==> src/sv/fwpd_pkg.sv <==
`default_nettype none
package fwpd_pkg;

  localparam int WHEELS      = 4;
  localparam int WHEEL_W     = $clog2(WHEELS);
  localparam int DRIVE_LIMIT = 2000;
  localparam int FRAC_BITS   = 12;

  localparam int SPEED_W   = 16;
  localparam int GAIN_W    = 16;
  localparam int ERR_W     = SPEED_W + 1;
  localparam int DRIVE_W   = 12;
  localparam int COMPARE_W = 11;
  localparam int CFG_IDX_W = 2;

  localparam logic signed [GAIN_W-1:0] PROP_GAIN_RST  = 16'sd800;
  localparam logic signed [GAIN_W-1:0] DERIV_GAIN_RST = 16'sd400;

  typedef logic        [1:0]           wheel_t;
  typedef logic        [WHEEL_W-1:0]   widx_t;
  typedef logic signed [SPEED_W-1:0]   speed_t;
  typedef logic signed [GAIN_W-1:0]    gain_t;
  typedef logic signed [ERR_W-1:0]     err_t;
  typedef logic signed [DRIVE_W-1:0]   drive_t;
  typedef logic        [COMPARE_W-1:0] compare_t;
  typedef logic        [CFG_IDX_W-1:0] cfg_idx_t;

  typedef enum logic [CFG_IDX_W-1:0] {
    REG_PROP_GAIN  = 2'd0,
    REG_DERIV_GAIN = 2'd1
  } reg_idx_t;

  typedef struct packed {
    drive_t   drive;
    compare_t compare;
    logic     reverse;
    err_t     err;
  } calc_res_t;

endpackage
`default_nettype wire

==> src/sv/four_wheel_incremental_pd_drive_core.sv <==
// Four-wheel incremental PD drive core. Each input beat names a wheel and
// carries target and measured speed (signed Q4.12); the core forms the speed
// error, adds (prop_gain*error + deriv_gain*(error - last error)) / 4096,
// truncated toward zero, to that wheel's drive accumulator, saturates it to
// +-2000 and returns one result beat: wheel, drive, PWM compare value
// (drive, or 2000 + drive when negative) and the reverse bit. Throughput is
// one beat per clock while out_ready does not stall. A beat passes from the
// input register to the result register through a single pass of two
// multipliers, an adder and the clamp. Per-wheel state is written when a
// beat leaves the input register, so back-to-back beats for the same wheel
// see the updated accumulator. Gains are written through the cfg port
// (index 0 prop_gain, index 1 deriv_gain, other indexes ignored); the user
// must write them only while idle, which the core does not enforce. Reset
// restores gains 800 and 400 and clears all wheel state.
`default_nettype none
module four_wheel_incremental_pd_drive_core (
  input  wire                        clk,
  input  wire                        rst_n,
  input  wire                        in_valid,
  output logic                       in_ready,
  input  fwpd_pkg::wheel_t           in_wheel,
  input  fwpd_pkg::speed_t           in_target_speed,
  input  fwpd_pkg::speed_t           in_measured_speed,
  output logic                       out_valid,
  input  wire                        out_ready,
  output fwpd_pkg::wheel_t           out_wheel_out,
  output fwpd_pkg::drive_t           out_drive,
  output fwpd_pkg::compare_t         out_compare,
  output logic                       out_reverse,
  input  wire                        cfg_valid,
  output logic                       cfg_ready,
  input  fwpd_pkg::cfg_idx_t         cfg_index,
  input  fwpd_pkg::gain_t            cfg_data
);
  import fwpd_pkg::*;

  // gain registers
  gain_t   kp_r;
  gain_t   kd_r;

  // input stage
  logic    s1_v_r;
  widx_t   s1_widx_r;
  speed_t  s1_tgt_r;
  speed_t  s1_meas_r;

  // per-wheel state
  drive_t  drive_r [WHEELS];
  err_t    lerr_r  [WHEELS];

  // result stage
  logic     out_v_r;
  widx_t    out_widx_r;
  drive_t   out_drive_r;
  compare_t out_cmp_r;
  logic     out_rev_r;

  logic      advance;
  calc_res_t res;

  // The result register frees up when empty or when its beat is taken.
  assign advance   = s1_v_r && (!out_v_r || out_ready);
  assign in_ready  = !s1_v_r || advance;
  assign cfg_ready = 1'b1;

  // Config writes: decode the index, drop unknown ones.
  always_ff @(posedge clk) begin
    if (!rst_n) begin
      kp_r <= PROP_GAIN_RST;
      kd_r <= DERIV_GAIN_RST;
    end else if (cfg_valid) begin
      unique case (cfg_index)
        REG_PROP_GAIN:  kp_r <= cfg_data;
        REG_DERIV_GAIN: kd_r <= cfg_data;
        default: ;
      endcase
    end
  end

  // Input register: hold while the pipe is stalled, load on accept.
  always_ff @(posedge clk) begin
    if (!rst_n) begin
      s1_v_r <= 1'b0;
    end else if (in_ready) begin
      s1_v_r <= in_valid;
    end
  end

  always_ff @(posedge clk) begin
    if (in_valid && in_ready) begin
      // wheel index wraps modulo WHEELS
      s1_widx_r <= in_wheel[WHEEL_W-1:0];
      s1_tgt_r  <= in_target_speed;
      s1_meas_r <= in_measured_speed;
    end
  end

  fwpd_calc u_calc (
    .target   (s1_tgt_r),
    .measured (s1_meas_r),
    .last_err (lerr_r[s1_widx_r]),
    .drive_in (drive_r[s1_widx_r]),
    .kp       (kp_r),
    .kd       (kd_r),
    .res      (res)
  );

  // Wheel state: commit the new drive and error as the beat advances.
  always_ff @(posedge clk) begin
    if (!rst_n) begin
      for (int i = 0; i < WHEELS; i++) begin
        drive_r[i] <= '0;
        lerr_r[i]  <= '0;
      end
    end else if (advance) begin
      drive_r[s1_widx_r] <= res.drive;
      lerr_r[s1_widx_r]  <= res.err;
    end
  end

  // Result register: valid clears once taken unless a new beat arrives.
  always_ff @(posedge clk) begin
    if (!rst_n) begin
      out_v_r <= 1'b0;
    end else if (advance) begin
      out_v_r <= 1'b1;
    end else if (out_ready) begin
      out_v_r <= 1'b0;
    end
  end

  always_ff @(posedge clk) begin
    if (advance) begin
      out_widx_r  <= s1_widx_r;
      out_drive_r <= res.drive;
      out_cmp_r   <= res.compare;
      out_rev_r   <= res.reverse;
    end
  end

  assign out_valid     = out_v_r;
  assign out_wheel_out = 2'(out_widx_r);
  assign out_drive     = out_drive_r;
  assign out_compare   = out_cmp_r;
  assign out_reverse   = out_rev_r;

endmodule
`default_nettype wire

==> src/sv/fwpd_calc.sv <==
`default_nettype none
module fwpd_calc (
  input  fwpd_pkg::speed_t   target,
  input  fwpd_pkg::speed_t   measured,
  input  fwpd_pkg::err_t     last_err,
  input  fwpd_pkg::drive_t   drive_in,
  input  fwpd_pkg::gain_t    kp,
  input  fwpd_pkg::gain_t    kd,
  output fwpd_pkg::calc_res_t res
);
  import fwpd_pkg::*;

  localparam int DERR_W  = ERR_W + 1;
  localparam int SUM_W   = GAIN_W + DERR_W + 1;
  localparam int DELTA_W = SUM_W - FRAC_BITS;
  localparam int ACC_W   = DELTA_W + 1;
  localparam logic signed [SUM_W-1:0] ROUND_BIAS = SUM_W'((1 << FRAC_BITS) - 1);

  err_t                      err;
  logic signed [DERR_W-1:0]  derr;
  logic signed [SUM_W-1:0]   p_prod;
  logic signed [SUM_W-1:0]   d_prod;
  logic signed [SUM_W-1:0]   sum;
  logic signed [SUM_W-1:0]   biased;
  logic signed [SUM_W-1:0]   shifted;
  logic signed [ACC_W-1:0]   acc;
  logic signed [ACC_W-1:0]   acc_c;

  always_comb begin
    err    = ERR_W'(target) - ERR_W'(measured);
    derr   = DERR_W'(err) - DERR_W'(last_err);
    p_prod = SUM_W'(kp) * SUM_W'(err);
    d_prod = SUM_W'(kd) * SUM_W'(derr);
    sum    = p_prod + d_prod;
    // bias negative sums so the arithmetic shift truncates toward zero
    biased  = sum[SUM_W-1] ? (sum + ROUND_BIAS) : sum;
    shifted = biased >>> FRAC_BITS;
    acc     = ACC_W'(drive_in) + ACC_W'($signed(shifted[DELTA_W-1:0]));
    if (acc > ACC_W'(DRIVE_LIMIT)) begin
      acc_c = ACC_W'(DRIVE_LIMIT);
    end else if (acc < -ACC_W'(DRIVE_LIMIT)) begin
      acc_c = -ACC_W'(DRIVE_LIMIT);
    end else begin
      acc_c = acc;
    end
    res.drive   = DRIVE_W'(acc_c);
    res.reverse = acc_c[ACC_W-1];
    res.compare = acc_c[ACC_W-1] ? COMPARE_W'(DRIVE_LIMIT + 32'(acc_c))
                                 : COMPARE_W'(acc_c);
    res.err     = err;
  end

endmodule
`default_nettype wire

==> config.mk <==
export PLATFORM = sky130hd
export DESIGN_NAME = four_wheel_incremental_pd_drive_core
export DESIGN_NICKNAME = d
export VERILOG_FILES = /design/src/sv/fwpd_pkg.sv /design/src/sv/four_wheel_incremental_pd_drive_core.sv /design/src/sv/fwpd_calc.sv
export SDC_FILE = /design/constraint.sdc
export NUM_CORES = 2
export LEC_CHECK = 0
export ABC_CLOCK_PERIOD_IN_PS = 48800
export BUFFER_PORTS_ARGS = -buffer_cell sky130_fd_sc_hd__buf_2
export CORE_ASPECT_RATIO = 1.4
export CORE_MARGIN = 2
export CORE_UTILIZATION = 55
export CTS_BUF_LIST = sky130_fd_sc_hd__clkbuf_4
export DETAILED_ROUTE_END_ITERATION = 8
export PLACE_DENSITY = 0.72
export SYNTH_ARGS = -nofsm -noshare
export SYNTH_HDL_FRONTEND = slang
export SYNTH_SLANG_ARGS = --single-unit
export TNS_END_PERCENT = 30
==> constraint.sdc <==
create_clock -name clk -period 48.8 [get_ports clk]
set_input_delay 4.88 -clock clk [delete_from_list [all_inputs] [get_ports clk]]
set_output_delay 4.88 -clock clk [all_outputs]
set_load 0.005 [all_outputs]
# [Word-level counts from Yosys, hierarchy flattened]
# Memories as Yosys holds them, arrays and structs flattened. A register that Yosys moved wholly into a read port is not among the register bits.
# Index checks and enable logic that the tools add are counted.
[classes] multipliers=2 add_sub_neg=6 n_mux=18 reduce_logical=12 n_lt_le_gt_ge=2 n_eq_ne=1
[op_table] cell="$mux 24" count=2
[op_table] cell="$add 35x13->35 const B" count=1
[op_table] cell="$add 35x35->35" count=1
[op_table] cell="$mux 35" count=1
[op_table] cell="$mul 16x18->34" count=1
[op_table] cell="$mul 16x17->33" count=1
[op_table] cell="$add 12x23->24" count=1
[op_table] cell="$gt 24x12->1 const B" count=1
[op_table] cell="$lt 24x12->1 const B" count=1
[op_table] cell="$sub 17x17->18" count=1
[op_table] cell="$mux 17" count=1
[op_table] cell="$reduce_or 17->1" count=1
[op_table] cell="$sub 16x16->17" count=1
[op_table] cell="$mux 12" count=1
[op_table] cell="$reduce_or 12->1" count=1
[op_table] cell="$add 7x11->11 const A" count=1
[op_table] cell="$mux 11" count=1
[op_table] cell="$mux 1" count=8
[op_table] cell="$mux 2" count=4
[op_table] cell="$reduce_and 2->1" count=2
[op_table] cell="$eq 2x1->1 const B" count=1
[op_table] cell="$logic_and 1x1->1" count=2
[op_table] cell="$logic_not 1->1" count=2
[op_table] cell="$logic_not 2->1" count=1
[op_table] cell="other kinds (2)" count=3
[word_totals] ramBits=116 elab_cells=54 register_bits=94 input_bits=57 n_memories=2 out_inout_bits=29
[memory_table] name="lerr_r" depth=4 width=17 rd=1 rd_clocked_by_memory_dff=1 write_ports=4 line_no="four_wheel_incremental_pd_drive_core.sv:49" text="err_t lerr_r [WHEELS];"
[memory_table] name="drive_r" depth=4 width=12 rd=1 rd_clocked_by_memory_dff=1 write_ports=4 line_no="four_wheel_incremental_pd_drive_core.sv:48" text="drive_t drive_r [WHEELS];"

# [Longest topological paths before layout]
[logic_depth] word_depth=12 ltp_mapped=80 depth_no_buf=76

# [By module]
# From an unflattened synthesis, not the netlist that was laid out.
[hier_totals] hier_cells=3440 area_unflattened_um2=34528.1
[modules_own_cells] mod="fwpd_calc" seq_area_each_um2=0.0 area_each_um2=25436.9 cells_per_inst=2918 n_inst=1
[modules_own_cells] mod="four_wheel_incremental_pd_drive_core" seq_area_each_um2=6005.8 area_each_um2=9091.2 cells_per_inst=522 n_inst=1

# [Least setup slack after synthesis]
# Ideal clock, no wire load.
[synth_path] path_type="flip-flop to flip-flop" from="register with a tool-made name" to="register out_cmp_r[10], in the netlist out_compare[10] (data pin)" path_slack_ps=32266 setup_ps=264 stages_incl_launch_ff=65 arrival_time_ps=16271 path_buffers=4 synth_period_minus_slack_ps=16534 required_time_ps=48536 cell_sequence="dfxtp_1 clkbuf_1 clkbuf_1 mux4_2 ha_1 inv_1 fa_1 a21o_1 a21oi_1 o21ai_0 a21oi_1 o21ai_0 a211o_1 a2111oi_0 nor2_1 xnor2_1 clkbuf_1 nand2_1 [... 29 more ...] xor2_1 ha_1 a21o_1 a21o_1 or2_2 or3_1 a31o_2 or4_1 or4_1 o41ai_4 and2_1 inv_1 ha_1 nor2_1 nand3_1 o21a_1 nor2_1 o21ai_0"
[synth_lines] item="to (signal assigned)" line_no="four_wheel_incremental_pd_drive_core.sv:136" text="out_cmp_r <= res.compare;"
[synth_lines] item="to (decl)" line_no="four_wheel_incremental_pd_drive_core.sv:55" text="compare_t out_cmp_r;"

==> impl_metrics.json <==
{
  "status": "finished clean",
  "timing.rr.start": "s1_tgt_r[0]",
  "syn-num-nets": 4569,
  "htree_levels": 2,
  "drtAntennaViolNets": 0,
  "fillCellCount": 5516,
  "cp-end-kind": "flop",
  "fin_util_pct": 58.4,
  "rr_endpoint": "out_compare[10]",
  "timing.final.ws_setup_ns": 30.68,
  "fin_skew_ns": 0.0292,
  "io_buffers": 84,
  "tns_ns": 0,
  "drtIter0Drc": 1645,
  "min-delay-start": "s1_v_r",
  "wl_per_cell_microns": 18.8,
  "timing.final.hold_violations": 0,
  "critPathKind": "reg -> reg",
  "die_height_microns": 300,
  "start_util_pct": 55.4,
  "clk_path_buf_depth": 3,
  "die_w_microns": 215,
  "hold_path_depth": 1,
  "start_kind": "flop",
  "fmax_ghz": 0.0552,
  "cts_tree": "yes",
  "hold_buffers": 0,
  "post-place-ws_ns": 30.82,
  "netlist_area_sq_um": 34300,
  "cp_top_family": "compound AO/OA/AOI/OAI gates",
  "synth_largest_area_cell": "fa_1",
  "cts_setup_buffers": 0,
  "crit_slowest_cell": "a2111oi_0",
  "dpl.hpwl_mm": 69.6,
  "path_max_fanout": 24,
  "dieArea_sq_um": 64400,
  "overflow": 0,
  "row_count": 108,
  "slew_headroom_pct": 24.4,
  "grt_usage_pct": 28.0,
  "synth_edf_count": 172,
  "clkLatencyLatePin_ns": 0.75,
  "syn_area_per_cell_sq_um": 9.31,
  "worstPathRequired_ns": 49.27,
  "cts_root_buf": "clkbuf_4",
  "stdcell_area_sq_um": 36100,
  "yosysTopAreaCellShare_pct": 32.9,
  "grt_pass1_vias": 27400,
  "cts_resized": 0,
  "placedInstanceArea_sq_um": 35500,
  "cpPeakStageDelay_ns": 0.71,
  "maxCapViolCount": 0,
  "grt_pass1_wl_mm": 141,
  "synthArstFlopShare_pct": 0,
  "cts_made_buffers": 53,
  "synth_warnings": 0,
  "clk_pin_slew_ns": 0.06,
  "final_nets": 4601,
  "fin_crit_sh_pct": 37.1,
  "synthFlopType": "edfxtp_1",
  "yosysSeqAreaShare_pct": 17.2,
  "synth_seq_cells": 208,
  "maxSlewViolCount": 0,
  "crit_arrival_ns": 18.59,
  "r2r_cells": 64,
  "critPathLaunch": "s1_tgt_r[0]",
  "cts_sinks": 208,
  "worst_pin_slew_ns": 1.13,
  "synth_cells": 3686,
  "fin_crit_ns": 18.12,
  "synth_most_common_cell": "inv_1",
  "setup_viol": 0,
  "hold_class": "reg -> reg",
  "crit_top_cell": "fa_1",
  "place.gp.congestion": 0.951,
  "io_pins": 86,
  "rrSetupSlack_ns": 30.68,
  "drive_gt1_share_pct": 7.60,
  "netlist_top_cells_count": "inv_1, fa_1, nand2_1",
  "coreArea_sq_um": 61900,
  "drt-total-wl_mm": 86.1,
  "hold_end": "out_valid",
  "ys_types": 79,
  "grt_max_degree": 41,
  "first_pass_iters": 5,
  "synth_area_leaders": "fa_1, edfxtp_1, ha_1, inv_1, nand2_1",
  "drc": 0,
  "vias_per_cell": 5.57,
  "path_buf_inv": 6,
  "syn2layout_area_growth_pct": 5.34,
  "num_vias": 25500,
  "rsz0062_at_grt": "no",
  "antenna_found_initial": 2
}
worst register-to-register path: cells and delay by family, from the launching register on:
family,cells,cell delay [ns]
AOI/OAI and AO/OA,27,6.61
xor gates and xnor gates,4,1.07
buffers and inverters,6,1.23
DFF,1,0.33
adders and majority gates,13,5.33
and+or+nand+nor,14,3.26
per-stage QoR:
step / hold slack [ns] / instances
floorplan: 0.477 / 3686
global placement: 0.499 / 4488
detailed placement: 0.507 / 4488
CTS: 0.520 / 4573
global route: 0.551 / 4574
finish: 0.514 / 4575
worst max-delay path by stage:
stage	end	slack, ns	depth (start not counted)
after global placement	out_compare[10]	31.21	64
final	out_compare[10]	30.68	64
after detailed placement	out_compare[10]	30.82	64
after CTS	out_compare[10]	30.78	64
after floorplan	out_compare[10]	32.27	64
after global routing	out_compare[10]	29.41	66
routing by layer:
layer / GRT usage [%] / up-vias / share of wire (%)
met5: 0 / - / 0
met1: 32.5 / 12700 / 37
met2: 49.7 / 840 / 51
li1: - / 11700 / -
met4: 16.3 / 0 / 6.4
met3: 3.63 / 268 / 5.4
sequential cells by signal, summed over array words and instances (netlist names), named ones only:
register       flops
lerr_r            68
out_wheel_out      2
out_compare        7
out_valid          1
s1_tgt_r          16
kp_r              16
out_reverse        1
s1_v_r             1
s1_meas_r         16
s1_widx_r          2
kd_r              16
drive_r           48
out_drive         12
kinds of logic (layout without fill, tap and decap cells):
group                      Yosys count  in the layout  synth area share (%)
AOI/OAI and AO/OA                  440            440                  8.63
xor gates and xnor gates           164            164                  4.19
adders and majority gates          827            827                  42.5
buffers and inverters              838            900                  9.25
DFF                                208            208                  17.2
muxes                               34             34                  2.07
other                                1              3                0.0109
and+or+nand+nor                   1174           1174                  16.2
area by class of cell:
type | count | area, sq um | share of cell area, %
clock inverter | 14 | 60.1 | 0.166
inverter | 685 | 2570 | 7.11
tap | 825 | 1030 | 2.86
sequential | 208 | 5890 | 16.3
clock buffer | 71 | 533 | 1.47
multi-input combinational | 2640 | 25300 | 70.0
antenna | 2 | 5.00 | 0.0138
timing repair buffer | 130 | 766 | 2.12
cells in the final DEF, fill, tap and decap left out, types with 13 or more instances in the layout:
cell type and instances:
a21boi_0 35, nor2b_1 62, nand2_1 474, dfxtp_1 35, inv_1 684, buf_2 84, a31oi_1 15, fa_1 563
nand3_1 43, ha_1 263, xnor2_1 117, nor2_1 229, nor3_1 35, a21oi_1 105, o21ai_0 74, and2_1 204
buf_4 46, mux4_2 29, clkbuf_4 71, edfxtp_1 172, nand2b_1 29, xor2_1 44, o21a_1 28, a211o_1 13
a211oi_1 23, nand4_1 14, and3_1 13, or2_2 13, a21o_1 65
Power is not shown: default switching activity piles up to over one toggle a cycle in this logic, so the estimate is an artifact.
